==> config.mk <==
export PLATFORM = sky130hd
export DESIGN_NAME = lpht_seq
export DESIGN_NICKNAME = d
export VERILOG_FILES = /design/src/rtl/lpht_pkg.sv /design/src/rtl/lpht_seq.sv
export SDC_FILE = /design/constraint.sdc
export NUM_CORES = 1
export LEC_CHECK = 0
export ABC_AREA = 1
export BUFFER_PORTS_ARGS = -buffer_cell sky130_fd_sc_hd__buf_2
export CORE_MARGIN = 2
export CORE_UTILIZATION = 50
export CTS_CLUSTER_DIAMETER = 30
export DETAILED_ROUTE_END_ITERATION = 16
export PLACE_DENSITY_LB_ADDON = 0.05
export SLEW_MARGIN = 10
export SYNTH_ARGS = -nofsm -noshare
export SYNTH_HDL_FRONTEND = slang
export SYNTH_SLANG_ARGS = --single-unit
==> constraint.sdc <==
create_clock -name i_clk -period 5.4 [get_ports i_clk]
set_input_delay 1.08 -clock i_clk [delete_from_list [all_inputs] [get_ports i_clk]]
set_output_delay 1.08 -clock i_clk [all_outputs]
set_load 0.02 [all_outputs]
==> src/rtl/lpht_pkg.sv <==
package lpht_pkg;

    // Microprogram counter width and step addresses.
    localparam int PC_W = 4;
    typedef logic [PC_W-1:0] t_pc;

    localparam t_pc PC_CLEAR    = 4'd0;
    localparam t_pc PC_IDLE     = 4'd1;
    localparam t_pc PC_HASH     = 4'd2;
    localparam t_pc PC_DISPATCH = 4'd3;
    localparam t_pc PC_INS_TEST = 4'd4;
    localparam t_pc PC_INS_READ = 4'd5;
    localparam t_pc PC_INS_EVAL = 4'd6;
    localparam t_pc PC_INS_DONE = 4'd7;
    localparam t_pc PC_LK_TEST  = 4'd8;
    localparam t_pc PC_LK_READ  = 4'd9;
    localparam t_pc PC_LK_EVAL  = 4'd10;
    localparam t_pc PC_PUSH     = 4'd11;
    localparam t_pc PC_WAIT     = 4'd12;

    // Datapath operation selected by one control word.
    typedef enum logic [3:0] {
        OP_NOP,
        OP_CLEAR,
        OP_ACCEPT,
        OP_HASH,
        OP_INS_READ,
        OP_INS_EVAL,
        OP_LK_READ,
        OP_LK_EVAL,
        OP_PUSH
    } t_op;

    // Jump condition: when true, go to the target step, otherwise to the next one.
    typedef enum logic [3:0] {
        C_NEVER,
        C_ALWAYS,
        C_CLR_BUSY,
        C_NO_INPUT,
        C_HASH_BUSY,
        C_LOOKUP,
        C_LP_FULL,
        C_INS_MISS,
        C_LK_STOP,
        C_LK_MISS,
        C_OUT_FREE
    } t_cond;

    typedef struct packed {
        t_op   op;
        t_cond cond;
        t_pc   target;
    } t_ctrl;

    // Status flags from the datapath that the jump conditions test.
    typedef struct packed {
        logic clr_last;
        logic in_valid;
        logic hash_last;
        logic is_lookup;
        logic lp_full;
        logic ins_miss;
        logic lk_stop;
        logic lk_miss;
        logic out_free;
    } t_flags;

    // Read-only microprogram.
    function automatic t_ctrl ucode(input t_pc pc);
        t_ctrl w;
        case (pc)
            PC_CLEAR:    w = '{OP_CLEAR,    C_CLR_BUSY,  PC_CLEAR};
            PC_IDLE:     w = '{OP_ACCEPT,   C_NO_INPUT,  PC_IDLE};
            PC_HASH:     w = '{OP_HASH,     C_HASH_BUSY, PC_HASH};
            PC_DISPATCH: w = '{OP_NOP,      C_LOOKUP,    PC_LK_TEST};
            PC_INS_TEST: w = '{OP_NOP,      C_LP_FULL,   PC_PUSH};
            PC_INS_READ: w = '{OP_INS_READ, C_NEVER,     PC_IDLE};
            PC_INS_EVAL: w = '{OP_INS_EVAL, C_INS_MISS,  PC_INS_TEST};
            PC_INS_DONE: w = '{OP_NOP,      C_ALWAYS,    PC_PUSH};
            PC_LK_TEST:  w = '{OP_NOP,      C_LK_STOP,   PC_PUSH};
            PC_LK_READ:  w = '{OP_LK_READ,  C_NEVER,     PC_IDLE};
            PC_LK_EVAL:  w = '{OP_LK_EVAL,  C_LK_MISS,   PC_LK_TEST};
            PC_PUSH:     w = '{OP_PUSH,     C_OUT_FREE,  PC_IDLE};
            PC_WAIT:     w = '{OP_NOP,      C_ALWAYS,    PC_PUSH};
            default:     w = '{OP_NOP,      C_ALWAYS,    PC_IDLE};
        endcase
        return w;
    endfunction

endpackage

==> src/rtl/lpht_seq.sv <==
module lpht_seq
    import lpht_pkg::*;
(
    input  logic   i_clk,
    input  logic   i_rst_n,
    input  t_flags i_flags,
    output t_ctrl  o_ctrl
);

    t_pc   r_pc;
    t_pc   n_pc;
    t_ctrl w_ctrl;
    logic  w_take;

    // Fetch the control word for the current step.
    assign w_ctrl = ucode(r_pc);
    assign o_ctrl = w_ctrl;

    // Evaluate the jump condition of this step.
    always_comb begin
        case (w_ctrl.cond)
            C_NEVER:     w_take = 1'b0;
            C_ALWAYS:    w_take = 1'b1;
            C_CLR_BUSY:  w_take = !i_flags.clr_last;
            C_NO_INPUT:  w_take = !i_flags.in_valid;
            C_HASH_BUSY: w_take = !i_flags.hash_last;
            C_LOOKUP:    w_take = i_flags.is_lookup;
            C_LP_FULL:   w_take = i_flags.lp_full;
            C_INS_MISS:  w_take = i_flags.ins_miss;
            C_LK_STOP:   w_take = i_flags.lk_stop;
            C_LK_MISS:   w_take = i_flags.lk_miss;
            C_OUT_FREE:  w_take = i_flags.out_free;
            default:     w_take = 1'b0;
        endcase
    end

    // Next step: the jump target or the following word.
    always_comb begin
        n_pc = w_take ? w_ctrl.target : r_pc + 1'b1;
    end

    always_ff @(posedge i_clk) begin
        if (!i_rst_n) begin
            r_pc <= PC_CLEAR;
        end else begin
            r_pc <= n_pc;
        end
    end

endmodule

# Word-level counts from Yosys, hierarchy flattened
# Memories as Yosys holds them, arrays and structs flattened. A register that Yosys moved wholly into a read port is not among the register bits.
# Cells that the tools add are included.
totals:
  regBits: 4
  mem_bits_ro: 192
  n_memories: 1
  word_cells: 19
  input_bits: 11
  out_inout_bits: 12
op_classes:
  n_addsub: 1
  n_reduce_logical: 3
  muxes: 3
  eq_ne: 10
memory_table:
  columns: ["memory", "depth", "width", "rd", "rd_ports_with_merged_regs", "write_ports", "line", "source"]
  rows:
  - ["(name not given)", 16, 12, 1, 1, 0, "lpht_pkg.sv:71", "case (pc)"]
op_table:
  columns: ["op", "n"]
  rows:
  - ["== test 4 x 3 -> 1 bit (second input constant)", 4]
  - ["== test 4 bit (second input constant)", 3]
  - ["case mux 1 bit (10 select lines)", 1]
  - ["== test 4 x 2 -> 1 bit (second input constant)", 2]
  - ["two-way mux 4 bit", 2]
  - ["adder 4 x 1 -> 4 bit (second input constant)", 1]
  - ["== test 4 x 1 -> 1 bit (second input constant)", 1]
  - ["logical NOT 1 bit", 3]

# Depth between registers and ports, before layout
depth:
  word_depth: 4
  mapped_depth: 15
  depth_no_buf: 15

# Worst setup path after synthesis
# Ideal clock, no wire load.
synth_timing:
  path_type: "input port to flip-flop"
  startpoint: "input i_flags[8] (netlist bit)"
  endpoint: "register, netlist name o_ctrl[3]"
  n_path_buf: 0
  setup_time_ns: 0.112
  required_ns: 5.288
  path_stages: 12
  t_arrival_ns: 2.527
  slack_ns: 2.761
  path_cell_list: "nand3b_1 -> a21boi_1 -> nor2_4 -> nand3_1 -> nand2_1 -> nor2_2 -> inv_1 -> ha_1 -> nand4_1 -> nand2_1 -> nand2_1 -> nand2_1"
synth_between:
  elab_chain_len: 4
synth_rtl:
  columns: ["element", "line", "source"]
  rows:
  - ["start: declaration", "lpht_seq.sv:6", "input t_flags i_flags,"]
  - ["logical NOT 1 bit", "lpht_seq.sv:24", "C_CLR_BUSY: w_take = !i_flags.clr_last;"]
  - ["case mux 1 bit (10 select lines)", "lpht_seq.sv:21", "case (w_ctrl.cond)"]
  - ["two-way mux 4 bit", "lpht_seq.sv:39", "n_pc = w_take ? w_ctrl.target : r_pc + 1'b1;"]
  - ["two-way mux 4 bit (no line)", null, null]
# No other way between the ends.
# A chain may end at the register's enable or synchronous reset.

# Worst setup path in the final report
layout_timing:
  startpoint: "input i_flags[8] (netlist bit)"
  endpoint: "register, netlist name o_ctrl[3]"
layout_between:
  elab_chain_len: 4
layout_rtl:
  columns: ["element", "line"]
  rows:
  - ["logical NOT 1 bit", "lpht_seq.sv:24"]
  - ["case mux 1 bit (10 select lines)", "lpht_seq.sv:21"]
  - ["two-way mux 4 bit", "lpht_seq.sv:39"]
  - ["two-way mux 4 bit (no line)", null]
# No other way between the ends.

==> results.toml <==
[run_status]
status = "finished clean"

[layout]
nets = 188
drive_gt1_share_pct = 25.44
final_area_mm2 = 0.001181
antenna_cells = 0
area_delta_synth_final_pct = 17.56

[placement]
port-buffer-count = 22
gp_congestion = 0.8987
placed_area_mm2 = 0.001145
post-place-ws_ns = 2.477
hpwlAfterDp_mm = 1.622

[die]
io_pins = 23
rows = 16
start_util_pct = 52.28
die_height_um = 48.83
die_area_mm2 = 0.002384
die_w_um = 48.83
core-area_mm2 = 0.001922

[power_and_ir_drop]
internal_power_mw = 0.3975
power_density_mw_per_mm2 = 711.9
p_sw_mw = 0.4434
swShare_pct = 52.73
p_leak_nw = 0.6615
combPwrFrac_pct = 66.6
clkPwrFrac_pct = 9.2
p_seq_share_pct = 24.1
peakVddDrop_uv = 348.8

[setup_path]
cp_data_required_time_ns = 5.58
slowest_delay_ns = 0.33
r2r_slack_ns = 3.14
crit_path_cell_trace = "buf_2, nand3b_1, a21boi_1, nor2_4, nand3_1, nand2_1, nor2_2, inv_1, ha_1, nand4_1, nand2_1, nand2_1, nand2_1"
critical_path.startpoint_type = "primary input"
arrival_ns = 2.81
end_kind = "register"
crit_top_cell = "nand2_1"
cp_slowest_cell = "ha_1"
path_buf_inv = 2
crit_family = "simple AND/OR/NAND/NOR gates"
critPathKind = "in2reg"
crit_fanout = 6

[routing]
num_vias = 953
remaining_drc_errors = 0
via_per_inst = 4.862
routed_wl_mm = 2.038
drt-pass1-iter-count = 4
wire_per_inst_um = 10.40
drtIter0Drc = 23
ant_nets = 0

[global_routing]
gr-total-overflow = 0
grt_start_max_net_pins = 12
grt_pass1_vias = 856
grt_pass1_wl_mm = 3.525
antenna_found_initial = 0
grt_usage_pct = 19.04

[clock_network]
cts_sinks = 16
post_cts_resized = 0
cts_setup_buffers = 0
numCtsBuffers = 3
tritoncts = "done"
clkTransAtPathRegs_ns = 0.09
holdBufCountCts = 0
clk_latency_ns = 0.28
root_buffer = "clkbuf_4"
cts-htree-levels = 1
clk_path_buf_depth = 2

[sta]
setup_slack_ns = 2.770
fmax_mhz = 380.3
finalCriticalPeriod_ns = 2.630
fin_crit_sh_pct = 48.70
max-slew-margin-rel_pct = 80.26
worst_slew_pin_slew_ns = 0.2950
hold_violations = 0
grt_setup_unrepaired = "false"
setup_tns_ns = 0
fin_skew_ns = 0.0007023
setup_violations = 0
maxSlewViolCount = 0

[synthesis]
synth_cells = 144
yosys_warnings = 0
ys_seq_area_share_pct = 31.88
syn_area_per_cell_um2 = 6.977
syn_nets = 162
ys_ff_latch = 16
synthDistinctLibCells = 22
syn_area_mm2 = 0.001005

[run]
cap_violations = 0

[min_path]
hp-class = "reg2reg"
[stage by stage]
step / hold slack (ns) / instances / power, mW / utilization (%)
floorplan: 0.5317 / 144 / 0.6408 / -
global placement: 0.5334 / 192 / 0.7592 / 59.57
detailed placement: 0.5271 / 192 / 0.7644 / 59.57
CTS: 0.5518 / 196 / 0.8456 / 61.46
global route: 0.5718 / 196 / 0.9316 / 61.46
finish: 0.5539 / 196 / 0.8409 / 61.46
[Yosys cell counts]
| cell type | number | share of area (%) |
|---|---|---|
| inv_1 | 13 | 4.9 |
| o21bai_4 | 1 | 1.9 |
| nand2_2 | 1 | 0.62 |
| nand3b_1 | 2 | 1.5 |
| nand3_4 | 2 | 3.5 |
| nand3_2 | 3 | 3.0 |
| inv_2 | 5 | 1.9 |
| a21oi_1 | 2 | 1.0 |
| nor2_2 | 3 | 1.9 |
| ha_1 | 7 | 8.7 |
| dfxtp_1 | 16 | 32 |
| a21boi_1 | 1 | 0.75 |
| nor2_4 | 2 | 2.2 |
| or2_1 | 1 | 0.62 |
| xor2_1 | 2 | 1.7 |
| nand2_1 | 47 | 18 |
| nand3_1 | 14 | 7.0 |
| nor2_1 | 15 | 5.6 |
| buf_1 | 1 | 0.37 |
| o21ai_1 | 1 | 0.50 |
| nand4_1 | 4 | 2.5 |
| nor3_1 | 1 | 0.50 |
[metal layers]
metal  vias to the layer above  global-route usage, %  part of all wire [%]
met3                         4                  2.147                   4.1
li1                        504                      -                     -
met4                         0                  8.571                   1.8
met2                        19                  32.88                    48
met1                       426                  23.75                    46
met5                         -                      0                     0
[placed cells by master (no fill, tap or decap), drive strengths merged]
| master | instances |
|---|---|
| nand2 | 48 |
| buf | 22 |
| nor2 | 20 |
| nand3 | 19 |
| inv | 18 |
| dfxtp | 16 |
| ha | 7 |
| nand4 | 4 |
| clkbuf | 4 |
| nand3b | 2 |
| xor2 | 2 |
| a21oi | 2 |
| a21boi | 1 |
| nor3 | 1 |
| o21bai | 1 |
| or2 | 1 |
| o21ai | 1 |
[power groups by stage]
stage               Clock (mW)  Sequential (mW)  Combinational, mW
floorplan                    0            0.241              0.400
global placement             0            0.204              0.556
detailed placement           0            0.206              0.559
CTS                     0.0787            0.203              0.564
global route            0.0845            0.210              0.637
finish                  0.0777            0.203              0.560
[worst paths after layout]
check             start        end  depth (start not counted)
min           o_ctrl[1]    r_pc[1]                          2
min reg2reg   o_ctrl[1]    r_pc[1]                          2
max          i_flags[8]  o_ctrl[3]                         13
max reg2reg   o_ctrl[5]  o_ctrl[3]                         14
[kinds of logic after synthesis]
kind of cell	count (synthesis)	synth area share, %
xor gates and xnor gates	2	1.744
buffers and inverters	19	7.099
adders and majority gates	7	8.717
AOI/OAI and AO/OA	5	4.110
DFF	16	31.88
and+or+nand+nor	95	46.45
[worst min-delay path: cells and delay by family (launching register included)]
kind             cells  cell delay, ns
flip-flops           1            0.35
AND/OR/NAND/NOR      2            0.17
[sequential cells by signal, summed over array words and instances, names as in the netlist]
register,cells
o_ctrl,12
r_pc,4
[cell type report]
type	count	area [um2]
fillers	188	740.7
well taps	27	33.78
multi-input cells	109	613.1
clock buffers	4	36.28
flip-flops and latches	16	320.3
repair buffers	22	110.1
inverters	18	67.56
(Power assumes the default switching activity.)
